**src/design/gcd_pkg.sv**
```systemverilog
// ----------------------------------------------------------------------------
// Great-circle distance package
// Shared constants, a lookup table and types for the haversine pipeline.
// ----------------------------------------------------------------------------
package gcd_pkg;

  // Number of CORDIC micro-rotations per sine/cosine or arctangent.
  localparam int CORDIC_STEPS = 24;
  // Digit-by-digit square root steps (one result bit per step).
  localparam int SQRT_STEPS = 32;

  // Datapath widths.
  localparam int CW = 34;  // CORDIC x, y and angle
  localparam int SW = 63;  // square root remainder and partial root

  // Q30 fixed-point constants.
  localparam logic signed [CW-1:0] GAIN_Q30 = 34'sd652032874;
  localparam logic signed [CW-1:0] Q30_ONE  = 34'sd1073741824;
  localparam logic signed [CW-1:0] HALF_TURN = 34'sd2147483648;

  // Reciprocal of 45, floor(2^37 / 45), for splitting an angle magnitude.
  localparam logic [31:0] RECIP45       = 32'd3054198966;
  localparam int          RECIP45_SHIFT = 37;
  // Reciprocal of 90, ceil(2^20 / 90), exact for the narrow remainder path.
  localparam logic [13:0] RECIP90       = 14'd11651;
  localparam int          RECIP90_SHIFT = 20;

  // Circumference in centimeters and the output saturation limit.
  localparam logic [31:0] CIRC_CM      = 32'd4003017359;
  localparam logic [30:0] HALF_CIRC_CM = 31'd2001508680;

  // Register stages from the input register to the last scaling stage.
  localparam int PIPE_DEPTH = 42 + 2 * CORDIC_STEPS;

  // Arctangent table, atan(2^-i) in binary angle units (2^32 per turn).
  localparam logic [31:0] ATAN_TAB [32] = '{
    32'h20000000, 32'h12E4051E, 32'h09FB385B, 32'h051111D4, 32'h028B0D43,
    32'h0145D7E1, 32'h00A2F61E, 32'h00517C55, 32'h0028BE53, 32'h00145F2F,
    32'h000A2F98, 32'h000517CC, 32'h00028BE6, 32'h000145F3, 32'h0000A2FA,
    32'h0000517D, 32'h000028BE, 32'h0000145F, 32'h00000A30, 32'h00000518,
    32'h0000028C, 32'h00000146, 32'h000000A3, 32'h00000051, 32'h00000029,
    32'h00000014, 32'h0000000A, 32'h00000005, 32'h00000003, 32'h00000001,
    32'h00000001, 32'h00000000
  };

  // CORDIC operating mode of one cell.
  typedef enum logic {
    CORDIC_ROTATE,
    CORDIC_VECTOR
  } cordic_mode_e;

  // Data handed from one CORDIC cell to the next.
  typedef struct packed {
    logic signed [CW-1:0] x;
    logic signed [CW-1:0] y;
    logic signed [CW-1:0] z;
    logic                 tag;  // quadrant flip or zero-angle flag
  } cordic_t;

  // Data handed from one square root cell to the next.
  typedef struct packed {
    logic [SW-1:0] v;
    logic [SW-1:0] res;
  } sqrt_t;

endpackage

```
**src/design/gcd_sqrt_cell.sv**
```systemverilog
// ----------------------------------------------------------------------------
// Square root cell
// One registered step of a restoring digit-by-digit floor square root.
// ----------------------------------------------------------------------------
module gcd_sqrt_cell import gcd_pkg::*; (
  input  logic       clk_i,
  input  logic       en_i,
  input  logic [4:0] step_i,
  input  sqrt_t      d_i,
  output sqrt_t      d_o
);

  logic [SW-1:0] bitv, trial;
  sqrt_t         d_d, d_q;

  // Try the next result bit and keep it if the remainder allows.
  always_comb begin
    bitv  = {1'b1, {(SW-1){1'b0}}} >> {step_i, 1'b0};
    trial = d_i.res + bitv;
    if (d_i.v >= trial) begin
      d_d.v   = d_i.v - trial;
      d_d.res = (d_i.res >> 1) + bitv;
    end else begin
      d_d.v   = d_i.v;
      d_d.res = d_i.res >> 1;
    end
  end

  always_ff @(posedge clk_i) begin
    if (en_i) begin
      d_q <= d_d;
    end
  end

  assign d_o = d_q;

endmodule

```
**config.mk**
```make
export PLATFORM = sky130hd
export DESIGN_NAME = gcd_sqrt_cell
export DESIGN_NICKNAME = d
export VERILOG_FILES = /design/src/design/gcd_pkg.sv /design/src/design/gcd_sqrt_cell.sv
export SDC_FILE = /design/constraint.sdc
export NUM_CORES = 1
export LEC_CHECK = 0
export BUFFER_PORTS_ARGS = -buffer_cell sky130_fd_sc_hd__buf_2
export CAP_MARGIN = 20
export CORE_ASPECT_RATIO = 0.7
export CORE_MARGIN = 2
export CORE_UTILIZATION = 58
export DETAILED_ROUTE_END_ITERATION = 10
export HOLD_SLACK_MARGIN = 0.1
export PLACE_DENSITY = 0.89
export SYNTH_ARGS = -nofsm -noshare
export SYNTH_HDL_FRONTEND = slang
export SYNTH_SLANG_ARGS = --single-unit
```
**constraint.sdc**
```tcl
create_clock -name clk_i -period 7.57 [get_ports clk_i]
set_input_delay 1.1355 -clock clk_i [delete_from_list [all_inputs] [get_ports clk_i]]
set_output_delay 1.1355 -clock clk_i [all_outputs]
set_load 0.02 [all_outputs]
```
# ---- Word-level counts from Yosys, hierarchy flattened
# Index checks and enable logic that the tools add are counted.
dict set report classes {
  addsub 3
  magnitude_cmp 1
  n_shift 1
  n_mux 1
}
# op count
set ops {}
lappend ops {{126-bit two-way mux} 1}
lappend ops {{62-bit by 63-bit adder with 63-bit output} 1}
lappend ops {{63-bit adder} 1}
lappend ops {{63-bit greater-or-equal comparator} 1}
lappend ops {{63-bit by 6-bit right shift with 63-bit output (first input constant)} 1}
lappend ops {{63-bit subtractor} 1}
dict set report word_totals {
  reg_bits 126
  in_bits 133
  out_inout_bits 126
  elab_cells 9
}

# ---- Depth between registers and ports, before layout
dict set report depth {
  ltp_word 4
  ltp_mapped 29
  depth_no_buf 25
}

# ---- Least setup slack after synthesis
# Ideal clock, no wire load.
dict set report synth_path {
  path_kind {in2reg}
  from {in step_i[1]}
  to {reg d_q (netlist bit d_o[97]) (data pin)}
  setup_ps 260
  t_arrival_ps 6197
  required_time_ps 7310
  slack_ps 1113
  path_stages 25
  n_path_buf 2
  cell_sequence {clkbuf_2 > nand3_1 > nor2_1 > ha_1 > ha_1 > nor2_1 > o31a_1 > o31a_1 > a21o_1 > a2111o_1 > a21oi_1 > a31oi_1 > o21ai_1 > nand2_1 > xor2_1 > ha_1 > nand2_1 > nor2_1 > and3_1 > nand2_1 > or4_1 > o21ai_1 > a221o_1 > buf_6 > mux2_4}
}
# item line_no
set synth_lines {}
lappend synth_lines {{start, declared} gcd_sqrt_cell.sv:8} ;# input logic [4:0] step_i,
lappend synth_lines {{end signal, assigned} gcd_sqrt_cell.sv:31} ;# d_q <= d_d;
lappend synth_lines {{end, declared} gcd_sqrt_cell.sv:14} ;# sqrt_t d_d, d_q;

==> key figures <==
Worst hold path
  • Hold Path End: d_o[67]
  • Min-delay src: d_i[67]
  • Hold path cells: 3
  • Class of the worst hold path: in -> reg

STA
  • Final Hold Vio Count: 0
  • Min Tclk post-route: 7.25 ns
  • Final setup vio count: 0
  • Post-route setup TNS: 0 ns
  • Final worst slack: 0.318 ns
  • Worst rel slew slack: between 40% and 50%
  • Fin crit share: 95.8%
  • Slew at the pin closest to its max-slew limit: 0.881 ns
  • Fmax: 0.138 GHz
  • Max-slew violation count: 0

Placed design
  • Input/output buffers: 258
  • Final Wtd Congestion: ~1
  • Hpwl dp: 36800 µm
  • Place WS: -0.107 ns

Critical path
  • Critical path type: in -> reg
  • Setup crit end kind: register
  • CP max FO: 27
  • Worst setup SP type: input port
  • WP data arrival: 7.49 ns
  • Data required, critical path: just under 8 ns
  • Critical Path Start: step_i[3]

Floorplanning
  • Die Ht: 133 µm
  • I/O pins: 259
  • Die Area: 25000 µm²
  • Std-Cell Rows: 47
  • Core area: 23500 µm²
  • Width of the die: 188 µm
  • Initial core utilization: 58.6%

Logic synthesis
  • Post-Synthesis Net Count: 1951
  • Ys flop type: edfxtp_1
  • Mapped Cells: between 1500 and 2000
  • Yosys reg bits: 126
  • Synthesis Warnings: 0
  • Synthesized area per cell: 8.13 µm²
  • Synth unique cells: 83
  • Post-synth EDFFs: 126
  • Sequential cell area fraction in the yosys report: 27.5%
  • Syn Std Cell Area: 13700 µm²
  • Post-synth ARST share: 0%

Clock network
  • Hold_buf cts: 0
  • CTS Buf Count: 17
  • Register clock-pin slew on the reported worst setup and hold paths: around 0.070 ns
  • CTS max path bufs: 2
  • CTS Sinks: between 100 and 150
  • H-tree levels: 4
  • CTS tree: done
  • Root buffer cell: clkbuf_16

Finish
  • Max FFs per register: 126
  • Final nets: approximately 2200
  • Fin util: between 60 and 70%
  • Multi-input gate area: 9520 µm²
  • Layout cells sized above 1: between 10% and 20%
  • P&R area growth vs syn: 15.3%
  • FF+latch area: about 3800 µm²
  • Fillers: 1995

Global route
  • Largest net degree at the start of global routing: 68
  • Overflow after GRT: 0
  • Aggregate global-route resource usage: 36.6%
  • Vias in the first global route: 13100
  • First-pass GRT wire length: 71800 µm
  • Initial antenna violation count: 7

Routing
  • Drt drc: 0
  • Final ANT Viol Nets: 0
  • Final WL: 46800 µm
  • Routed WL per cell: 20.7 µm
  • Iteration-0 DRC Markers: approximately 2300
  • Pre-Repair DR Iteration Count: 7
  • Vias per inst: 6.54
  • Via count: 14700

Status
  • Status: completed

Pwr
  • LEAKAGE: 6.44 nW
  • Power per Cell Area: approximately 180 nW/µm²
  • Max VDD drop: between 150 and 200 µV

Flow run
  • Max cap viols: 0
[per-stage QoR]
step | total power [mW] | hold slack, ns | cell area [µm²] | instances
floorplan | 1.62 | 1.25 | 13700 | 1692
global placement | 1.93 | 1.43 | 15300 | 2217
detailed placement | 1.94 | 1.44 | 15300 | 2217
CTS | 2.75 | 0.974 | 15800 | 2249
global route | 2.89 | 1.01 | 15800 | 2254
finish | 2.78 | 0.988 | 15900 | 2256
[cell usage after synthesis (7+ instances only)]
library cell    n  area [µm²]
buf_6           7        78.8
or3_1          10        62.6
buf_2          13        65.1
o211ai_1       11        82.6
a31o_2         17         149
o21bai_1       27         203
ha_1          125        1560
a211oi_1       12        90.1
clkbuf_1       40         150
buf_4           9        67.6
o31ai_1         8        60.1
xnor2_1        85         744
nand4_1        41         257
nor2b_1        29         181
nand3_1        55         275
and2_1         15        93.8
inv_1          25        93.8
xor2_1         91         797
nand2b_1       14        87.6
nor3_1         20         100
or2_2           7        43.8
nor2_1        187         702
and3_1         16         100
nor4_1         11        68.8
a21o_1         22         165
nand3b_1        7        52.6
a21oi_1       175         876
o21a_1         13        97.6
nand2_1       198         743
a31oi_1        63         394
o21ai_0       101         505
o21ai_1        15        75.1
a21boi_0        9        67.6
edfxtp_1      126        3780
[layer usage]
layer  track usage (%)  wire [µm]
met4              11.0       1200
met1              56.1      20000
met2              50.5      18400
met5                 0         13
met3              8.59       7120
[layout by cell type, fill, tap and decap left out, types with 8 or more instances in the layout]
cell / count
nor3_1: 20
o31ai_1: 8
o21bai_1: 27
a211oi_1: 12
nand3_1: 55
o211ai_1: 11
inv_1: 25
a21oi_1: 175
and2_1: 15
nand2_1: 198
edfxtp_1: 126
a31oi_1: 63
a21o_1: 22
buf_2: 257
nand2b_1: 14
o21ai_1: 14
nor2b_1: 29
clkbuf_16: 17
and3_1: 16
o21a_1: 13
buf_4: 19
nor2_1: 187
nor4_1: 11
nand4_1: 41
xnor2_1: 85
o21ai_0: 101
ha_1: 125
or3_1: 10
xor2_1: 91
a21boi_0: 9
a31o_2: 17
[power breakdown]
part	switching (mW)	internal, mW	leakage [nW]	total (mW)
Combinational	0.691	0.366	4.93	1.06
Sequential	0.0252	0.891	1.23	0.916
Clock	0.351	0.454	0.270	0.805
Total	1.07	1.71	6.44	2.78
[logic make-up after synthesis]
logic type | share of synthesized area (%)
XOR/XNOR | 11.2
buffers and inverters | 3.39
flip-flops | 27.5
adder cells (fa/ha/maj) | 11.7
multiplexers | 0.255
AO/OA/AOI/OAI | 24.9
AND/OR/NAND/NOR | 21.1
[timing repair]
action / in CTS / in global routing
endpoints found under the hold margin: 0 / 0
setup endpoints to repair: 0 / 16
buffers inserted: 0 / 0
resized for setup: 0 / 1
[layout make-up]
type	count	area share (%)
diodes	6	0.0947
clock buffers	17	2.68
clock inverters	15	0.868
inverters	25	0.592
multi-input cells	1470	60.0
flip-flops and latches	126	23.9
well taps	318	2.51
repair buffers	279	9.36
[worst max-delay path by stage]
stage / cells after the start / slack [ns] / end
global route: 26 / -0.008 / d_o[103]
detailed placement: 23 / -0.11 / d_o[120]
global placement: 27 / 0.06 / d_o[87]
finish: 26 / 0.32 / d_o[87]
floorplan: 25 / 1.11 / d_o[97]
CTS: 23 / 0.35 / d_o[120]
[worst max-delay path, stage by stage]
cell	delay, ns
buf_2	0.19
or3b_2	0.51
nor2_1	0.21
ha_1	0.25
nor2_1	0.09
a21oi_1	0.26
nand3_1	0.14
a21o_1	0.18
a2111o_1	0.46
a21oi_1	0.28
a31oi_1	0.18
o21ai_1	0.16
nand2_1	0.08
xor2_1	0.15
ha_1	0.31
buf_4	0.16
nand2_1	0.08
nor2_1	0.33
and3_1	0.25
nand2_1	0.13
or4_1	0.63
o21ai_2	0.29
a221o_4	0.31
buf_4	0.35
nor2_1	0.08
a21oi_1	0.27
Power figures use the tool's default switching activity.
